### config.mk
export PLATFORM = sky130hd
export DESIGN_NAME = conv_window_address_generator_core
export DESIGN_NICKNAME = d
export VERILOG_FILES = /design/src/hw/rtl/cwag_pkg.sv /design/src/hw/rtl/cwag_csr.sv /design/src/hw/rtl/cwag_datapath.sv /design/src/hw/rtl/cwag_controller.sv /design/src/hw/rtl/conv_window_address_generator_core.sv
export SDC_FILE = /design/constraint.sdc
export NUM_CORES = 1
export LEC_CHECK = 0
export ABC_CLOCK_PERIOD_IN_PS = 13900
export BUFFER_PORTS_ARGS = -buffer_cell sky130_fd_sc_hd__buf_2
export CORE_UTILIZATION = 50
export CTS_CLUSTER_SIZE = 25
export DETAILED_ROUTE_END_ITERATION = 8
export PLACE_DENSITY = 0.68
export SYNTH_ARGS = -nofsm -noshare
export SYNTH_HDL_FRONTEND = slang
export SYNTH_HIERARCHICAL = 1
export SYNTH_SLANG_ARGS = --single-unit
### constraint.sdc
create_clock -name clock -period 13.9 [get_ports clock]
set_input_delay 2.085 -clock clock [delete_from_list [all_inputs] [get_ports clock]]
set_output_delay 2.085 -clock clock [all_outputs]
set_load 0.01 [all_outputs]
### src/hw/rtl/cwag_pkg.sv
// Shared types and constants of the convolution window address generator.
`default_nettype none

package cwag_pkg;

   localparam int unsigned COORD_W  = 10;
   localparam int unsigned TAP_W    = 3;
   localparam int unsigned CSR_IDX_W  = 3;
   localparam int unsigned CSR_DATA_W = 11;

   localparam logic [3:0]  KERNEL_MAX = 4'd8;
   localparam logic [10:0] DIM_MAX    = 11'd1024;

   typedef enum logic [CSR_IDX_W-1:0] {
      CSR_PAD_ROW     = 3'd0,
      CSR_PAD_COL     = 3'd1,
      CSR_STRIDE_ROW  = 3'd2,
      CSR_STRIDE_COL  = 3'd3,
      CSR_KERNEL_ROWS = 3'd4,
      CSR_KERNEL_COLS = 3'd5,
      CSR_IMAGE_ROWS  = 3'd6,
      CSR_IMAGE_COLS  = 3'd7
   } csr_index_type;

   // Configuration after saturation of kernel and image sizes.
   typedef struct packed {
      logic [2:0]  pad_row;
      logic [2:0]  pad_col;
      logic [3:0]  stride_row;
      logic [3:0]  stride_col;
      logic [3:0]  kernel_rows;
      logic [3:0]  kernel_cols;
      logic [10:0] image_rows;
      logic [10:0] image_cols;
   } cfg_type;

   typedef struct packed {
      logic load;
      logic origin;
      logic range;
      logic walk_start;
      logic step;
   } cmd_type;

   typedef struct packed {
      logic range_empty;
      logic out_free;
      logic at_last;
   } status_type;

   typedef enum logic [3:0] {
      ST_IDLE   = 4'b0001,
      ST_ORIGIN = 4'b0010,
      ST_RANGE  = 4'b0100,
      ST_WALK   = 4'b1000
   } state_type;

endpackage

`default_nettype wire

### src/hw/rtl/cwag_csr.sv
// Configuration registers with kernel and image size saturation.
`default_nettype none

module cwag_csr (
   input  wire logic                             clock,
   input  wire logic                             reset,
   input  wire logic                             csr_we,
   input  wire logic [cwag_pkg::CSR_IDX_W-1:0]   csr_index,
   input  wire logic [cwag_pkg::CSR_DATA_W-1:0]  csr_wdata,
   output cwag_pkg::cfg_type                     cfg
);
   import cwag_pkg::*;

   logic [2:0]  pad_row_ff, pad_col_ff;
   logic [3:0]  stride_row_ff, stride_col_ff;
   logic [3:0]  kernel_rows_ff, kernel_cols_ff;
   logic [10:0] image_rows_ff, image_cols_ff;

   always_ff @(posedge clock) begin
      if (reset) begin
         pad_row_ff     <= 3'd0;
         pad_col_ff     <= 3'd0;
         stride_row_ff  <= 4'd1;
         stride_col_ff  <= 4'd1;
         kernel_rows_ff <= 4'd3;
         kernel_cols_ff <= 4'd3;
         image_rows_ff  <= 11'd1024;
         image_cols_ff  <= 11'd1024;
      end else if (csr_we) begin
         case (csr_index_type'(csr_index))
            CSR_PAD_ROW:     pad_row_ff     <= csr_wdata[2:0];
            CSR_PAD_COL:     pad_col_ff     <= csr_wdata[2:0];
            CSR_STRIDE_ROW:  stride_row_ff  <= csr_wdata[3:0];
            CSR_STRIDE_COL:  stride_col_ff  <= csr_wdata[3:0];
            CSR_KERNEL_ROWS: kernel_rows_ff <= csr_wdata[3:0];
            CSR_KERNEL_COLS: kernel_cols_ff <= csr_wdata[3:0];
            CSR_IMAGE_ROWS:  image_rows_ff  <= csr_wdata[10:0];
            CSR_IMAGE_COLS:  image_cols_ff  <= csr_wdata[10:0];
            default: ;
         endcase
      end
   end

   always_comb begin
      cfg.pad_row     = pad_row_ff;
      cfg.pad_col     = pad_col_ff;
      cfg.stride_row  = stride_row_ff;
      cfg.stride_col  = stride_col_ff;
      cfg.kernel_rows = (kernel_rows_ff > KERNEL_MAX) ? KERNEL_MAX : kernel_rows_ff;
      cfg.kernel_cols = (kernel_cols_ff > KERNEL_MAX) ? KERNEL_MAX : kernel_cols_ff;
      cfg.image_rows  = (image_rows_ff > DIM_MAX) ? DIM_MAX : image_rows_ff;
      cfg.image_cols  = (image_cols_ff > DIM_MAX) ? DIM_MAX : image_cols_ff;
   end

endmodule

`default_nettype wire

### src/hw/rtl/cwag_datapath.sv
// Window origin, valid tap range and tap walk with the result register.
`default_nettype none

module cwag_datapath (
   input  wire logic                            clock,
   input  wire logic                            reset,
   input  wire cwag_pkg::cfg_type               cfg,
   input  wire cwag_pkg::cmd_type               cmd,
   output cwag_pkg::status_type                 status,
   input  wire logic [cwag_pkg::COORD_W-1:0]    out_row,
   input  wire logic [cwag_pkg::COORD_W-1:0]    out_col,
   output logic                                 rsp_valid,
   input  wire logic                            rsp_ready,
   output logic [cwag_pkg::COORD_W-1:0]         rsp_in_col,
   output logic [cwag_pkg::COORD_W-1:0]         rsp_in_row,
   output logic [cwag_pkg::TAP_W-1:0]           rsp_tap_col,
   output logic [cwag_pkg::TAP_W-1:0]           rsp_tap_row,
   output logic                                 rsp_last
);
   import cwag_pkg::*;

   logic [COORD_W-1:0] row_ff, col_ff;
   logic [13:0]        prod_row, prod_col;
   logic signed [15:0] orow_ff, ocol_ff, orow_in, ocol_in;

   logic signed [16:0] orow_x, ocol_x;
   logic signed [16:0] row_lo, row_hi_k, row_hi_i, row_hi;
   logic signed [16:0] col_lo, col_hi_k, col_hi_i, col_hi;
   logic               empty;

   logic [TAP_W-1:0]   m_hi_ff, n_lo_ff, n_hi_ff;
   logic [TAP_W-1:0]   m_ff, n_ff, m_in, n_in;
   logic signed [16:0] r_full, c_full;
   logic               at_last;

   logic               rsp_valid_ff, rsp_valid_in;
   logic [COORD_W-1:0] in_col_ff, in_row_ff;
   logic [TAP_W-1:0]   tap_col_ff, tap_row_ff;
   logic               last_ff;

   // origin = position * stride - pad
   assign prod_row = 14'(row_ff) * 14'(cfg.stride_row);
   assign prod_col = 14'(col_ff) * 14'(cfg.stride_col);
   assign orow_in  = $signed({2'b00, prod_row}) - $signed({13'd0, cfg.pad_row});
   assign ocol_in  = $signed({2'b00, prod_col}) - $signed({13'd0, cfg.pad_col});

   always_ff @(posedge clock) begin
      if (cmd.load) begin
         row_ff <= out_row;
         col_ff <= out_col;
      end
      if (cmd.origin) begin
         orow_ff <= orow_in;
         ocol_ff <= ocol_in;
      end
   end

   // valid taps form one contiguous block: lo = max(0,-o), hi = min(k-1, size-1-o)
   always_comb begin
      orow_x   = {orow_ff[15], orow_ff};
      ocol_x   = {ocol_ff[15], ocol_ff};
      row_lo   = (orow_x < 0) ? -orow_x : 17'sd0;
      col_lo   = (ocol_x < 0) ? -ocol_x : 17'sd0;
      row_hi_k = $signed({13'd0, cfg.kernel_rows}) - 17'sd1;
      col_hi_k = $signed({13'd0, cfg.kernel_cols}) - 17'sd1;
      row_hi_i = $signed({6'd0, cfg.image_rows}) - 17'sd1 - orow_x;
      col_hi_i = $signed({6'd0, cfg.image_cols}) - 17'sd1 - ocol_x;
      row_hi   = (row_hi_k < row_hi_i) ? row_hi_k : row_hi_i;
      col_hi   = (col_hi_k < col_hi_i) ? col_hi_k : col_hi_i;
      empty    = (row_hi < row_lo) || (col_hi < col_lo);
   end

   always_ff @(posedge clock) begin
      if (cmd.range) begin
         m_hi_ff <= row_hi[TAP_W-1:0];
         n_lo_ff <= col_lo[TAP_W-1:0];
         n_hi_ff <= col_hi[TAP_W-1:0];
      end
   end

   assign at_last = (m_ff == m_hi_ff) && (n_ff == n_hi_ff);

   // advance along the row, wrap to the next kernel row
   always_comb begin
      m_in = m_ff;
      n_in = n_ff;
      if (cmd.walk_start) begin
         m_in = row_lo[TAP_W-1:0];
         n_in = col_lo[TAP_W-1:0];
      end else if (cmd.step) begin
         if (n_ff == n_hi_ff) begin
            n_in = n_lo_ff;
            m_in = m_ff + TAP_W'(1);
         end else begin
            n_in = n_ff + TAP_W'(1);
         end
      end
   end

   always_ff @(posedge clock) begin
      m_ff <= m_in;
      n_ff <= n_in;
   end

   assign r_full = orow_x + $signed({14'd0, m_ff});
   assign c_full = ocol_x + $signed({14'd0, n_ff});

   always_comb begin
      rsp_valid_in = rsp_valid_ff;
      if (cmd.step) begin
         rsp_valid_in = 1'b1;
      end else if (rsp_ready) begin
         rsp_valid_in = 1'b0;
      end
   end

   always_ff @(posedge clock) begin
      if (reset) begin
         rsp_valid_ff <= 1'b0;
      end else begin
         rsp_valid_ff <= rsp_valid_in;
      end
   end

   always_ff @(posedge clock) begin
      if (cmd.step) begin
         in_col_ff  <= c_full[COORD_W-1:0];
         in_row_ff  <= r_full[COORD_W-1:0];
         tap_col_ff <= n_ff;
         tap_row_ff <= m_ff;
         last_ff    <= at_last;
      end
   end

   assign status = '{range_empty: empty,
                     out_free:    !rsp_valid_ff || rsp_ready,
                     at_last:     at_last};

   assign rsp_valid   = rsp_valid_ff;
   assign rsp_in_col  = in_col_ff;
   assign rsp_in_row  = in_row_ff;
   assign rsp_tap_col = tap_col_ff;
   assign rsp_tap_row = tap_row_ff;
   assign rsp_last    = last_ff;

endmodule

`default_nettype wire

### src/hw/rtl/cwag_controller.sv
// Sequencer for one window: capture, origin, range, tap walk.
`default_nettype none

module cwag_controller (
   input  wire logic                 clock,
   input  wire logic                 reset,
   input  wire logic                 req_valid,
   output logic                      req_ready,
   input  wire cwag_pkg::status_type status,
   output cwag_pkg::cmd_type         cmd
);
   import cwag_pkg::*;

   state_type state_ff, state_in;

   always_comb begin
      state_in  = state_ff;
      cmd       = '0;
      req_ready = 1'b0;
      case (state_ff)
         ST_IDLE: begin
            req_ready = 1'b1;
            if (req_valid) begin
               cmd.load = 1'b1;
               state_in = ST_ORIGIN;
            end
         end
         ST_ORIGIN: begin
            cmd.origin = 1'b1;
            state_in   = ST_RANGE;
         end
         ST_RANGE: begin
            cmd.range = 1'b1;
            // drop a window that has no tap inside the image
            if (status.range_empty) begin
               state_in = ST_IDLE;
            end else begin
               cmd.walk_start = 1'b1;
               state_in       = ST_WALK;
            end
         end
         ST_WALK: begin
            if (status.out_free) begin
               cmd.step = 1'b1;
               if (status.at_last) begin
                  state_in = ST_IDLE;
               end
            end
         end
         default: begin
            state_in = ST_IDLE;
         end
      endcase
   end

   always_ff @(posedge clock) begin
      if (reset) begin
         state_ff <= ST_IDLE;
      end else begin
         state_ff <= state_in;
      end
   end

endmodule

`default_nettype wire

### src/hw/rtl/conv_window_address_generator_core.sv
// Top level of the convolution window address generator.
//
// Usage: each req beat carries one output position (out_row, out_col) of a
// strided, padded convolution or pooling layer. The block expands it into the
// input taps of its window, kernel row by kernel row, and sends one rsp beat
// per tap that falls inside the image; tlast marks the final tap of a window.
// A window lying wholly in padding sends no beat at all.
// Configuration must be written through the csr port only while the block is
// idle; the block itself does not enforce this. The first tap passes the origin
// and range states and the tap walk before it enters the result register. The
// tap walk counter steps one tap per cycle while the receiver takes beats, and
// the req side waits until the walk ends.
// Reset clears the sequencer and the rsp valid flag and loads the default
// configuration (no padding, unit strides, 3x3 kernel, 1024x1024 image).
// When the receiver stalls, the result register holds its beat and the walk
// pauses; a new req beat is taken as soon as the last tap sits in the register.
`default_nettype none

module conv_window_address_generator_core (
   input  wire logic        clock,
   input  wire logic        reset,
   input  wire logic        req_tvalid,
   output logic             req_tready,
   // out_row[9:0], out_col[19:10], zero [23:20]
   input  wire logic [23:0] req_tdata,
   output logic             rsp_tvalid,
   input  wire logic        rsp_tready,
   // in_col[9:0], in_row[19:10], tap_col[22:20], tap_row[25:23], zero [31:26]
   output logic [31:0]      rsp_tdata,
   output logic             rsp_tlast,
   input  wire logic        csr_we,
   input  wire logic [2:0]  csr_index,
   input  wire logic [10:0] csr_wdata
);
   import cwag_pkg::*;

   cfg_type    cfg;
   cmd_type    cmd;
   status_type status;

   logic [COORD_W-1:0] in_col, in_row;
   logic [TAP_W-1:0]   tap_col, tap_row;

   cwag_csr u_csr (
      .clock     (clock),
      .reset     (reset),
      .csr_we    (csr_we),
      .csr_index (csr_index),
      .csr_wdata (csr_wdata),
      .cfg       (cfg)
   );

   cwag_controller u_controller (
      .clock     (clock),
      .reset     (reset),
      .req_valid (req_tvalid),
      .req_ready (req_tready),
      .status    (status),
      .cmd       (cmd)
   );

   cwag_datapath u_datapath (
      .clock       (clock),
      .reset       (reset),
      .cfg         (cfg),
      .cmd         (cmd),
      .status      (status),
      .out_row     (req_tdata[9:0]),
      .out_col     (req_tdata[19:10]),
      .rsp_valid   (rsp_tvalid),
      .rsp_ready   (rsp_tready),
      .rsp_in_col  (in_col),
      .rsp_in_row  (in_row),
      .rsp_tap_col (tap_col),
      .rsp_tap_row (tap_row),
      .rsp_last    (rsp_tlast)
   );

   assign rsp_tdata = {6'd0, tap_row, tap_col, in_row, in_col};

endmodule

`default_nettype wire

==> flow_metrics.tcl <==
set metrics [dict create \
    n_fill_cell 2195 \
    cts_tree "done" \
    place_congestion 0.9103 \
    grt_max_degree 63 \
    fin_ws_ps 5295 \
    htreeDepth 4 \
    p_leak_nw 6.131 \
    die_area_um2 25740 \
    worstSetupStartpoint "u_csr/image_cols_ff[10]" \
    wl_per_cell_um 14.33 \
    grt_pass1_vias 8743 \
    r2r.worst_path.cells 31 \
    setup_viol 0 \
    overflow 0 \
    vdd_drop_max_mv 0.07550 \
    hp-start "u_csr/image_cols_ff[3]" \
    ys.flop_type "edfxtp_1" \
    end_kind "flip-flop" \
    core_area_um2 24460 \
    ys_seq_elements 141 \
    start_kind "flip-flop" \
    slowest_delay_ps 740 \
    synth.yosys.seq_area_share 0.2982 \
    ys_warn_count 6 \
    drt_wl_total_um 24400 \
    status "complete, no violations" \
    vias_per_cell 5.287 \
    post_cts_buffers 0 \
    worstMarginPinSlew_ps 1187 \
    power_density_nw_per_um2 89.02 \
    slowest_stage "mux2i_2" \
    holdPathStages 2 \
    power_mw 1.220 \
    r2r_start "u_csr/image_cols_ff[10]" \
    ant_nets 0 \
    synth-edff-count 92 \
    hold_path.class "reg -> reg" \
    netlist_area_um2 12550 \
    r2r-end "u_datapath/n_ff[0]" \
    slew_headroom 0.2085 \
    fin_nets 1615 \
    syn_avg_cell_area_um2 9.590 \
    fmax_ghz 0.1162 \
    whs_ps 475.2 \
    final_cell_mix "ha_1 (168), inv_1 (123), nand2_1 (108)" \
    crit_family "simple AND/OR/NAND/NOR gates" \
    die_h_um 160.5 \
    cts.repair.resized 0 \
    initial_core_util 0.5132 \
    pre_cts_ws_ps 5312 \
    cap_violations 0 \
    antenna_found_initial 0 \
    rows 57 \
    layout_commonest_cell "ha_1" \
    async_flop_share 0 \
    ioPinCount 78 \
    synthCells 1309 \
    clk_path_buf_depth 2 \
    skew_ps 10.76 \
    ff_latch_area_um2 3744 \
    finalHoldViolCount 0 \
    grt_usage 0.1972 \
    dp_hpwl_um 19790 \
    clockRootBuffer "clkbuf_16" \
    die_w_um 160.5 \
    slew_violations 0 \
    yosysUniqueCellTypes 79 \
    portBuffers 67 \
    multi_input_area_um2 8129 \
    drc 0 \
    placed_cell_area_um2 13110 \
    clk_latency_ps 420 \
    cp.arrival_ps 8780 \
    dr.pass1.iters 5 \
    num_vias 8999 \
    ff2ff_setup_slack_ps 5290 \
    rsz0062_at_grt "no" \
    finalCritPeriodShare 0.6191 \
    cts.sinks 141 \
    path_buf_inv 0 \
    layout-drive-gt1-share 0.09441 \
    cts_made_buffers 17 \
    fin_area_um2 13700 \
    critPathMaxFanout 17 \
    tns_ps 0 \
    grt_pass1_wl_um 41150 \
    fin_crit_ps 8605 \
    path_class "reg -> reg" \
    syn_to_final_growth_pct 9.150 \
    drtIter0Drc 406 \
    path_clk_slew_ps 60 \
    hold-path-endpoint "u_csr/image_cols_ff[3]" \
    cts_hold_buffers 0 \
    critPathRequiredTime_ps 14070 \
]
sequential cells by signal (all words and copies together) (netlist names), 10 cells and up:
register               count
u_datapath/ocol_ff        15
u_datapath/orow_ff        15
u_csr/image_cols_ff       11
u_csr/image_rows_ff       11
u_datapath/col_ff         10
u_datapath/row_ff         10
u_datapath/rsp_in_col     10
u_datapath/rsp_in_row     10
how the worst max path moves through the flow:
stage,endpoint,slack [ps],cells past startpoint
5_1_grt,u_datapath/n_ff[0],4730,32
4_1_cts,u_datapath/n_ff[0],5290,31
3_3_place_gp,u_datapath/n_ff[2],5410,31
2_1_floorplan,u_datapath/m_ff[0],6690,34
6_report,u_datapath/n_ff[0],5290,31
3_5_place_dp,u_datapath/n_ff[0],5310,31
through the flow:
stage               cells  utilization
detailed placement   1669       0.5359
global placement     1669       0.5359
finish               1702       0.5601
floorplan            1317            -
CTS                  1701       0.5600
global route         1701       0.5600
metal layers:
layer,GRT usage,up-vias,wire length (µm)
met5,0,-,0
met2,0.3087,171,10450
met1,0.2818,4153,12660
met4,0.04675,0,202
li1,-,4661,-
met3,0.03538,14,1078
final cells by class:
cell class                 count  share of cell area
multi-input combinational   1009              0.5933
timing repair buffer          71             0.02666
clock inverter                11            0.009406
antenna                        1           0.0001826
tap                          324             0.02959
clock buffer                  21             0.03370
inverter                     124             0.03397
sequential                   141              0.2732
Yosys cell counts (all sizes together) (3+ instances only):
master / instances / area share
a2bb2oi: 3 / 0.0026
buf: 21 / 0.013
a31oi: 11 / 0.0055
nor2: 58 / 0.017
nor4: 4 / 0.0020
a211oi: 11 / 0.0078
nand4: 17 / 0.0090
o21bai: 7 / 0.0042
and3: 6 / 0.0030
mux2i: 62 / 0.050
nand2b: 52 / 0.026
nand3: 23 / 0.0092
or2: 7 / 0.0035
dfxtp: 49 / 0.078
o21a: 8 / 0.0048
o21ai: 47 / 0.019
and2: 43 / 0.021
o2111ai: 3 / 0.0021
ha: 168 / 0.17
inv: 123 / 0.037
nor3b: 4 / 0.0024
nand4b: 3 / 0.0036
nand2: 109 / 0.033
xnor2: 68 / 0.047
clkbuf: 22 / 0.0068
nor2b: 37 / 0.019
a21oi: 49 / 0.020
edfxtp: 92 / 0.22
xor2: 36 / 0.025
fa: 40 / 0.064
nor4b: 4 / 0.0045
a2111oi: 3 / 0.0026
nor3: 36 / 0.015
nand3b: 4 / 0.0024
a21o: 30 / 0.018
a211o: 5 / 0.0035
or3: 10 / 0.0050
where the power goes:
group	internal [mW]	total [mW]	switching, mW
clock network	0.277	0.454	0.178
logic	0.129	0.282	0.153
registers	0.470	0.484	0.0133
worst register-to-register path: cells and delay by family (launching register included):
kind	cells	cell delay [ps]
AND/OR/NAND/NOR	13	3270
AO/OA/AOI/OAI	14	2810
adder cells (fa/ha/maj)	3	960
multiplexers	1	740
flip-flops	1	580
cells by family (layout without fill, tap and decap cells):
group,count (synthesis),count (layout),share of synthesized area
compound gates,196,196,0.1053
xor+xnor,104,104,0.07256
fa+ha+maj,208,208,0.2312
buf+inv,167,227,0.05711
flops,141,141,0.2982
mux,62,62,0.04974
other cells,2,11,0.0005982
simple gates,429,429,0.1853
No activity file was read; power rests on OpenSTA's default activity.
